<file path="src/frc_pkg.sv">
// ----------------------------------------------------------------------------
// frc_pkg
// Types and constants shared by the frame receive checker modules.
// ----------------------------------------------------------------------------
package frc_pkg;

	localparam int unsigned BYTE_W  = 8;
	localparam int unsigned LEN_W   = 16;
	localparam int unsigned SUM_W   = 64;
	localparam int unsigned CFG_W   = 16;
	localparam int unsigned CFGIX_W = 1;

	localparam logic [BYTE_W-1:0] OFFSET_CHAR   = 8'h30;
	localparam logic [LEN_W-1:0]  CS_LAST_INDEX = 16'd7;
	localparam logic [LEN_W-1:0]  MAX_PAYLOAD_RESET = 16'd255;

	localparam logic [CFGIX_W-1:0] REG_EXPECTED_COMMAND = 1'd0;
	localparam logic [CFGIX_W-1:0] REG_MAX_PAYLOAD      = 1'd1;

	localparam logic ACTION_BYTE  = 1'b0;
	localparam logic ACTION_REARM = 1'b1;

	typedef enum logic [2:0] {
		PH_IDLE  = 3'd0,
		PH_SIZE  = 3'd1,
		PH_DATA  = 3'd2,
		PH_CS    = 3'd3,
		PH_DONE  = 3'd4,
		PH_ERROR = 3'd5
	} phase_t;

	typedef struct packed {
		logic [BYTE_W-1:0] expected_command;
		logic [LEN_W-1:0]  max_payload;
	} cfg_t;

	typedef struct packed {
		logic              data_valid;
		logic [LEN_W-1:0]  data_index;
		logic [BYTE_W-1:0] data_byte;
		logic              frame_done;
		logic              frame_error;
		logic              status;
	} result_t;

endpackage

</file>
<file path="src/frc_stream_if.sv">
// ----------------------------------------------------------------------------
// frc_in_if / frc_out_if
// Valid/ready channels for received words and for result words.
// ----------------------------------------------------------------------------
interface frc_in_if;
	logic       valid;
	logic       ready;
	logic       action;
	logic [7:0] rx_byte;

	modport source (output valid, output action, output rx_byte, input ready);
	modport sink   (input valid, input action, input rx_byte, output ready);
endinterface

interface frc_out_if;
	logic        valid;
	logic        ready;
	logic        data_valid;
	logic [15:0] data_index;
	logic [7:0]  data_byte;
	logic        frame_done;
	logic        frame_error;
	logic        status;

	modport source (output valid, output data_valid, output data_index, output data_byte,
		output frame_done, output frame_error, output status, input ready);
	modport sink   (input valid, input data_valid, input data_index, input data_byte,
		input frame_done, input frame_error, input status, output ready);
endinterface

</file>
<file path="src/frc_parser.sv">
// ----------------------------------------------------------------------------
// frc_parser
// Frame parser state and its single-step update for one received word.
// ----------------------------------------------------------------------------
module frc_parser (
	input  logic            clk,
	input  logic            arst_n,
	input  logic            accept,
	input  logic            action,
	input  logic [7:0]      rx_byte,
	input  frc_pkg::cfg_t   cfg,
	output frc_pkg::result_t result
);
	import frc_pkg::*;

	phase_t            phase_q, phase_d;
	logic [LEN_W-1:0]  byte_count_q, byte_count_d;
	logic [LEN_W-1:0]  frame_length_q, frame_length_d;
	logic [SUM_W-1:0]  running_sum_q, running_sum_d;
	logic [SUM_W-1:0]  received_sum_q, received_sum_d;
	logic [BYTE_W-1:0] val;
	logic [LEN_W-1:0]  new_length;
	logic [SUM_W-1:0]  shifted_sum;
	logic [SUM_W-1:0]  delta;
	logic              err;

	assign val         = rx_byte - OFFSET_CHAR;
	assign new_length  = {frame_length_q[BYTE_W-1:0], val};
	assign shifted_sum = {received_sum_q[SUM_W-BYTE_W-1:0], val};
	assign delta       = {{(SUM_W-BYTE_W-1){1'b0}}, 1'b0, rx_byte}
		- {{(SUM_W-BYTE_W){1'b0}}, OFFSET_CHAR};

	always_comb begin
		phase_d        = phase_q;
		byte_count_d   = byte_count_q;
		frame_length_d = frame_length_q;
		running_sum_d  = running_sum_q;
		received_sum_d = received_sum_q;
		err            = 1'b0;
		if (action == ACTION_REARM) begin
			phase_d        = PH_IDLE;
			byte_count_d   = '0;
			frame_length_d = '0;
			running_sum_d  = '0;
			received_sum_d = '0;
		end else begin
			unique case (phase_q)
				PH_IDLE: begin
					if (val == cfg.expected_command) begin
						phase_d = PH_SIZE;
					end else begin
						phase_d = PH_ERROR;
						err     = 1'b1;
					end
				end
				PH_SIZE: begin
					if (byte_count_q == '0) begin
						frame_length_d = {{(LEN_W-BYTE_W){1'b0}}, val};
						byte_count_d   = {{(LEN_W-1){1'b0}}, 1'b1};
					end else begin
						frame_length_d = new_length;
						byte_count_d   = '0;
						if (new_length <= cfg.max_payload) begin
							phase_d = PH_DATA;
						end else begin
							phase_d = PH_ERROR;
							err     = 1'b1;
						end
					end
				end
				PH_DATA: begin
					running_sum_d = running_sum_q + delta;
					if (frame_length_q != '0 &&
						byte_count_q < frame_length_q - {{(LEN_W-1){1'b0}}, 1'b1}) begin
						byte_count_d = byte_count_q + {{(LEN_W-1){1'b0}}, 1'b1};
					end else begin
						byte_count_d   = '0;
						received_sum_d = '0;
						phase_d        = PH_CS;
					end
				end
				PH_CS: begin
					received_sum_d = shifted_sum;
					if (byte_count_q < CS_LAST_INDEX) begin
						byte_count_d = byte_count_q + {{(LEN_W-1){1'b0}}, 1'b1};
					end else begin
						byte_count_d = '0;
						if (running_sum_q == shifted_sum) begin
							phase_d = PH_DONE;
						end else begin
							phase_d = PH_ERROR;
							err     = 1'b1;
						end
					end
				end
				PH_DONE: begin
				end
				PH_ERROR: begin
					err = 1'b1;
				end
				default: begin
					phase_d = PH_ERROR;
					err     = 1'b1;
				end
			endcase
		end
	end

	always_comb begin
		result             = '0;
		result.frame_error = (phase_d == PH_ERROR);
		result.status      = err;
		if (action == ACTION_BYTE) begin
			if (phase_q == PH_DATA) begin
				result.data_valid = 1'b1;
				result.data_index = byte_count_q;
				result.data_byte  = rx_byte;
			end
			result.frame_done = (phase_q == PH_CS) && (phase_d == PH_DONE);
		end
	end

	always_ff @(posedge clk or negedge arst_n) begin
		if (!arst_n) begin
			phase_q        <= PH_IDLE;
			byte_count_q   <= '0;
			frame_length_q <= '0;
			running_sum_q  <= '0;
			received_sum_q <= '0;
		end else if (accept) begin
			phase_q        <= phase_d;
			byte_count_q   <= byte_count_d;
			frame_length_q <= frame_length_d;
			running_sum_q  <= running_sum_d;
			received_sum_q <= received_sum_d;
		end
	end

endmodule

</file>
<file path="src/frame_receive_checker_top.sv">
// ----------------------------------------------------------------------------
// frame_receive_checker_top
// Receive-side parser for length-prefixed frames with an additive checksum.
// ----------------------------------------------------------------------------
// The block takes one word per clock cycle while the result register is empty or
// being drained, and returns exactly one result word for each, registered and
// shown in the cycle after acceptance. The parser computes each result from the
// word and its current state, and the result register captures it at the
// accepting edge; words stream back to back when the sink takes every result.
module frame_receive_checker_top (
	input  logic                        clk,
	input  logic                        arst_n,
	input  logic                        cfg_we,
	input  logic [frc_pkg::CFGIX_W-1:0] cfg_index,
	input  logic [frc_pkg::CFG_W-1:0]   cfg_data,
	frc_in_if.sink                      in_ch,
	frc_out_if.source                   out_ch
);
	import frc_pkg::*;

	cfg_t    cfg_q;
	result_t result;
	result_t result_q;
	logic    out_valid_q;
	logic    accept;

	assign in_ch.ready = !out_valid_q || out_ch.ready;
	assign accept      = in_ch.valid && in_ch.ready;

	always_ff @(posedge clk or negedge arst_n) begin
		if (!arst_n) begin
			cfg_q.expected_command <= '0;
			cfg_q.max_payload      <= MAX_PAYLOAD_RESET;
		end else if (cfg_we) begin
			unique case (cfg_index)
				REG_EXPECTED_COMMAND: cfg_q.expected_command <= cfg_data[BYTE_W-1:0];
				REG_MAX_PAYLOAD:      cfg_q.max_payload      <= cfg_data[LEN_W-1:0];
				default: begin
				end
			endcase
		end
	end

	frc_parser u_parser (
		.clk     (clk),
		.arst_n  (arst_n),
		.accept  (accept),
		.action  (in_ch.action),
		.rx_byte (in_ch.rx_byte),
		.cfg     (cfg_q),
		.result  (result)
	);

	always_ff @(posedge clk or negedge arst_n) begin
		if (!arst_n) begin
			out_valid_q <= 1'b0;
		end else if (accept) begin
			out_valid_q <= 1'b1;
		end else if (out_ch.ready) begin
			out_valid_q <= 1'b0;
		end
	end

	always_ff @(posedge clk) begin
		if (accept) begin
			result_q <= result;
		end
	end

	assign out_ch.valid       = out_valid_q;
	assign out_ch.data_valid  = result_q.data_valid;
	assign out_ch.data_index  = result_q.data_index;
	assign out_ch.data_byte   = result_q.data_byte;
	assign out_ch.frame_done  = result_q.frame_done;
	assign out_ch.frame_error = result_q.frame_error;
	assign out_ch.status      = result_q.status;

	a_status_implies_error: assert property (@(posedge clk) disable iff (!arst_n)
		out_valid_q && result_q.status |-> result_q.frame_error)
		else $error("status set on a result without the error flag");

	a_done_is_clean: assert property (@(posedge clk) disable iff (!arst_n)
		out_valid_q && result_q.frame_done |-> !result_q.frame_error && !result_q.status
			&& !result_q.data_valid)
		else $error("frame done reported together with error or data");

	a_accept_fills_output: assert property (@(posedge clk) disable iff (!arst_n)
		accept |=> out_valid_q)
		else $error("accepted word produced no result");

endmodule

</file>
<file path="src/flat_wrapper.sv">
// flat-port wrapper written by rule: the top's interface ports become plain ports
module frame_receive_checker_top_flat import frc_pkg::*;
  (clk, arst_n, cfg_we, cfg_index, cfg_data, in_ch_valid, in_ch_action, in_ch_rx_byte, in_ch_ready, out_ch_valid, out_ch_data_valid, out_ch_data_index, out_ch_data_byte, out_ch_frame_done, out_ch_frame_error, out_ch_status, out_ch_ready);
  frc_in_if in_ch_i ();
  frc_out_if out_ch_i ();
  input  logic clk;
  input  logic arst_n;
  input  logic cfg_we;
  input  logic [frc_pkg::CFGIX_W-1:0] cfg_index;
  input  logic [frc_pkg::CFG_W-1:0] cfg_data;
  input wire logic [$bits(in_ch_i.valid)-1:0] in_ch_valid;
  input wire logic [$bits(in_ch_i.action)-1:0] in_ch_action;
  input wire logic [$bits(in_ch_i.rx_byte)-1:0] in_ch_rx_byte;
  output wire logic [$bits(in_ch_i.ready)-1:0] in_ch_ready;
  output wire logic [$bits(out_ch_i.valid)-1:0] out_ch_valid;
  output wire logic [$bits(out_ch_i.data_valid)-1:0] out_ch_data_valid;
  output wire logic [$bits(out_ch_i.data_index)-1:0] out_ch_data_index;
  output wire logic [$bits(out_ch_i.data_byte)-1:0] out_ch_data_byte;
  output wire logic [$bits(out_ch_i.frame_done)-1:0] out_ch_frame_done;
  output wire logic [$bits(out_ch_i.frame_error)-1:0] out_ch_frame_error;
  output wire logic [$bits(out_ch_i.status)-1:0] out_ch_status;
  input wire logic [$bits(out_ch_i.ready)-1:0] out_ch_ready;
  assign in_ch_i.valid = in_ch_valid;
  assign in_ch_i.action = in_ch_action;
  assign in_ch_i.rx_byte = in_ch_rx_byte;
  assign in_ch_ready = in_ch_i.ready;
  assign out_ch_valid = out_ch_i.valid;
  assign out_ch_data_valid = out_ch_i.data_valid;
  assign out_ch_data_index = out_ch_i.data_index;
  assign out_ch_data_byte = out_ch_i.data_byte;
  assign out_ch_frame_done = out_ch_i.frame_done;
  assign out_ch_frame_error = out_ch_i.frame_error;
  assign out_ch_status = out_ch_i.status;
  assign out_ch_i.ready = out_ch_ready;
  frame_receive_checker_top u_core (.clk(clk), .arst_n(arst_n), .cfg_we(cfg_we), .cfg_index(cfg_index), .cfg_data(cfg_data), .in_ch(in_ch_i), .out_ch(out_ch_i));
endmodule
</file>
<file path="config.mk">
export PLATFORM = sky130hd
export DESIGN_NAME = frame_receive_checker_top_flat
export DESIGN_NICKNAME = d
export VERILOG_FILES = /design/src/frc_pkg.sv /design/src/frc_stream_if.sv /design/src/frc_parser.sv /design/src/frame_receive_checker_top.sv /design/src/flat_wrapper.sv
export SDC_FILE = /design/constraint.sdc
export NUM_CORES = 1
export LEC_CHECK = 0
export ABC_CLOCK_PERIOD_IN_PS = 9100
export BUFFER_PORTS_ARGS = -buffer_cell sky130_fd_sc_hd__buf_2
export CORE_MARGIN = 5
export CORE_UTILIZATION = 45
export CTS_BUF_LIST = sky130_fd_sc_hd__clkbuf_4
export CTS_CLUSTER_DIAMETER = 100
export DETAILED_ROUTE_END_ITERATION = 8
export PLACE_DENSITY = 0.64
export SYNTH_ARGS = -nofsm -noshare
export SYNTH_HDL_FRONTEND = slang
export SYNTH_SLANG_ARGS = --single-unit
</file>
<file path="constraint.sdc">
create_clock -name clk -period 9.1 [get_ports clk]
set_input_delay 0.455 -clock clk [delete_from_list [all_inputs] [get_ports clk]]
set_output_delay 0.455 -clock clk [all_outputs]
set_load 0.03 [all_outputs]
</file>
==> impl_metrics.toml <==
[power_and_ir_drop]
powerDensity_nw_per_um2 = 151
vdd_drop_max_v = 0.0000808
power_leakage_nw = 7.29
total_power_w = 0.00234

[floorplanning]
die_h_um = 187
start_util_pct = 45.7
pin_count = 61
row_count = 64
dieArea_um2 = 34800
fp.coreArea_um2 = 30700
fp.dieW_um = 187

[route]
via_per_inst = 5.67
ant_nets = 0
vias = 11700
drt_iter0_drc = 810
wl_mm = 36.8
routedWlPerCell_um = 17.9
remaining_drc_errors = 0
dr.pass1.iters = 5

[sta]
setup_violations = 0
drv_slew = 0
slew_headroom_pct = 18.2
post-route-period-util_pct = 53.1
max_clock_freq_mhz = 207
hold_violations = 0
fin_crit_ps = 4830
tightestPinTransition_ps = 1210
setup_slack_ps = 4270
clock_skew_ps = 86.0
rsz0062_at_grt = "false"
setup_tns_ps = 0

[worst_setup_path]
critical_path.max_stage_delay_ps = 530
r2r_cells = 18
rr_startpoint = "u_core.u_parser.frame_length_q[3]"
cp.required_ps = 9720
r2r-end = "u_core.u_parser.byte_count_q[15]"
cp-start-kind = "register"
crit_chain = "or3_1, nor3_1, nand2b_1, nor4_1, nand2_1, xor2_1, ha_1, a21o_1, a21o_1, a211o_1, a31oi_1, nand2_1, nor3b_1, nor2_1, nor3_1, buf_4, nand4_1, o21ai_0"
critPathKind = "reg2reg"
cp_num_buf_inv = 1
cp_top_family = "simple AND/OR/NAND/NOR gates"
reg2reg_slack_ps = 4270
arrival_ps = 5450
crit_slowest_cell = "nor3_1"
worstPathMaxFanout = 8
critPathCaptureType = "register"

[yosys]
synth_cell_type_count = 81
synth_top_area_share_pct = 30.7
synth_top_area_cell = "dfrtp_1"
syn_inst = 1558
synth_area_leaders = "dfrtp_1, ha_1, edfxtp_1"
synth.net_count = 1688
synth_flop_cell = "dfrtp_1"
ys_ff_latch = 208
synth_edf_count = 28
synth-async-reset-ratio_pct = 86.5
syn_area_per_cell_um2 = 9.00
ys_seq_area_share_pct = 38.2
synth_warnings = 0
netlist_area_um2 = 14000

[grt]
grt_max_degree = 111
grt_pass1_vias = 11300
grt_util_all_layers_pct = 20.5
antenna_found_initial = 1
grt_overflow_total = 0
grt_pass1_wl_mm = 60.4

[cells_and_area]
nNetsFinal = 1745
fillers = 2857
layout-drive-gt1-share_pct = 13.6
synthToLayoutAreaGrowth_pct = 10.3

[cts]
insertion_delay_ps = 710
cts_tree = "done"
htreeDepth = 2
cts_buffers = 56
cts.sinks = 208
clk_path_buf_depth = 3
clockRootBuffer = "clkbuf_4"
post_cts_resized = 0
clk_pin_slew_ps = 70

[placement]
dp_slack_ps = 4340
dpl.hpwl_mm = 26.3
numPortBuffers = 60
routabilityCongestion = 0.894

[job]
drv_cap = 0

[status]
outcome = "finished, final reports clean"

[hold_path]
hold_path_depth = 3
min_to = "u_core.out_ch.valid"
hold_path.startpoint = "out_ch_ready"
hold_path.class = "in2reg"
[worst max-delay path by stage]
stage                                      startpoint                                 to  slack [ps]  cells after the start
CTS                 u_core.u_parser.frame_length_q[2]    u_core.u_parser.byte_count_q[9]        4330                     18
floorplan                            in_ch_rx_byte[4]  u_core.u_parser.running_sum_q[62]        2410                     14
finish              u_core.u_parser.frame_length_q[3]   u_core.u_parser.byte_count_q[15]        4270                     18
global placement    u_core.u_parser.frame_length_q[2]   u_core.u_parser.byte_count_q[15]        4500                     18
detailed placement  u_core.u_parser.frame_length_q[2]   u_core.u_parser.byte_count_q[15]        4340                     18
global route        u_core.u_parser.frame_length_q[3]   u_core.u_parser.byte_count_q[15]        3810                     18
[metal layers]
metal,global-route usage (%),wire [um],up-vias
met4,4.96,621,0
met5,0,0,-
met2,33.6,17300,280
li1,-,-,5716
met1,28.9,17200,5617
met3,3.06,1630,54
[metrics by stage]
step / std cells / utilization [%] / instance area, um^2 / hold WS, ps
after floorplan: 1558 / - / 14000 / 159
after global placement: 1935 / 47.4 / 14600 / 467
after detailed placement: 1935 / 47.4 / 14600 / 481
after CTS: 2055 / 50.4 / 15500 / 74.4
after global routing: 2056 / 50.5 / 15500 / 91.2
final: 2056 / 50.5 / 15500 / 134
[cell type report]
| type | count | area, um^2 | area share [%] |
|---|---|---|---|
| repair buffers | 86 | 549 | 3.55 |
| diodes | 1 | 2.50 | 0.0162 |
| multi-input cells | 1164 | 7960 | 51.4 |
| inverters | 99 | 372 | 2.40 |
| well taps | 396 | 495 | 3.20 |
| flip-flops and latches | 208 | 5360 | 34.6 |
| clock buffers | 92 | 691 | 4.46 |
| clock inverters | 10 | 48.8 | 0.315 |
[cell usage after synthesis (all sizes together) (4+ instances only)]
cell type  count
nor4          19
nor3          28
nand4         42
inv           99
a31oi         19
o22ai          4
o211ai         8
o21ai        130
xor2          57
dfrtp        172
a2111oi        5
o31ai          5
a21o          50
nor2b          8
o21bai        11
mux2          26
a21oi         81
nor2         127
a211oi         5
nand3         25
and3          16
clkbuf        64
mux2i          7
ha            98
dfstp          8
a22o          15
buf           23
a31o          58
edfxtp        28
nand2        139
and2          26
xnor2         78
o21a          17
or3            4
nand2b        12
[cells in the final DEF, fill, tap and decap left out, types with 23 or more instances in the layout]
master,netlist,routed
a21o_1,50,50
a21oi_1,78,78
a31o_1,54,54
and2_1,24,23
buf_2,14,59
clkbuf_4,0,92
dfrtp_1,172,172
edfxtp_1,28,28
ha_1,98,98
inv_1,98,98
mux2_2,26,26
nand2_1,139,138
nand3_1,25,25
nand4_1,42,42
nor2_1,126,126
nor3_1,28,26
o21ai_0,97,96
o21ai_1,32,31
xnor2_1,78,78
xor2_1,57,57
[power breakdown]
group,internal [W],total (W),switching (W)
Combinational,0.000179,0.000451,0.000272
Clock,0.000455,0.000859,0.000404
Sequential,0.000984,0.00103,0.0000427
[registers in the layout, indices dropped and copies added (netlist names), 3 cells and up]
| signal | count |
|---|---|
| u_core.u_parser.phase_q | 3 |
| u_core.u_parser.running_sum_q | 64 |
| u_core.out_ch.data_index | 16 |
| u_core.out_ch.data_byte | 8 |
| u_core.u_parser.frame_length_q | 16 |
| u_core.cfg_q | 24 |
| u_core.u_parser.byte_count_q | 16 |
| u_core.u_parser.received_sum_q | 56 |
[cell families after synthesis]
| logic type | after synthesis | synth area share [%] |
|---|---|---|
| multiplexers | 33 | 2.59 |
| adder cells (fa/ha/maj) | 99 | 8.89 |
| flip-flops | 208 | 38.2 |
| buffers and inverters | 186 | 5.32 |
| XOR/XNOR | 135 | 8.43 |
| AND/OR/NAND/NOR | 462 | 15.7 |
| AO/OA/AOI/OAI | 435 | 20.8 |
[repair_timing]
action	CTS	global route
setup buffers	0	0
endpoints found under the hold margin	119	0
hold buffers	18	0
[worst register-to-register path, cell delays in order, from the launching register on]
cell	delay, ps
dfrtp_1	470
or3_1	390
nor3_1	240
nand2b_1	110
nor4_1	510
nand2_1	130
xor2_1	170
ha_1	300
a21o_1	170
a21o_1	170
a211o_1	280
a31oi_1	230
nand2_1	80
nor3b_1	280
nor2_1	160
nor3_1	530
buf_4	280
nand4_1	100
o21ai_0	150
No activity file was read; power rests on OpenSTA's default activity.
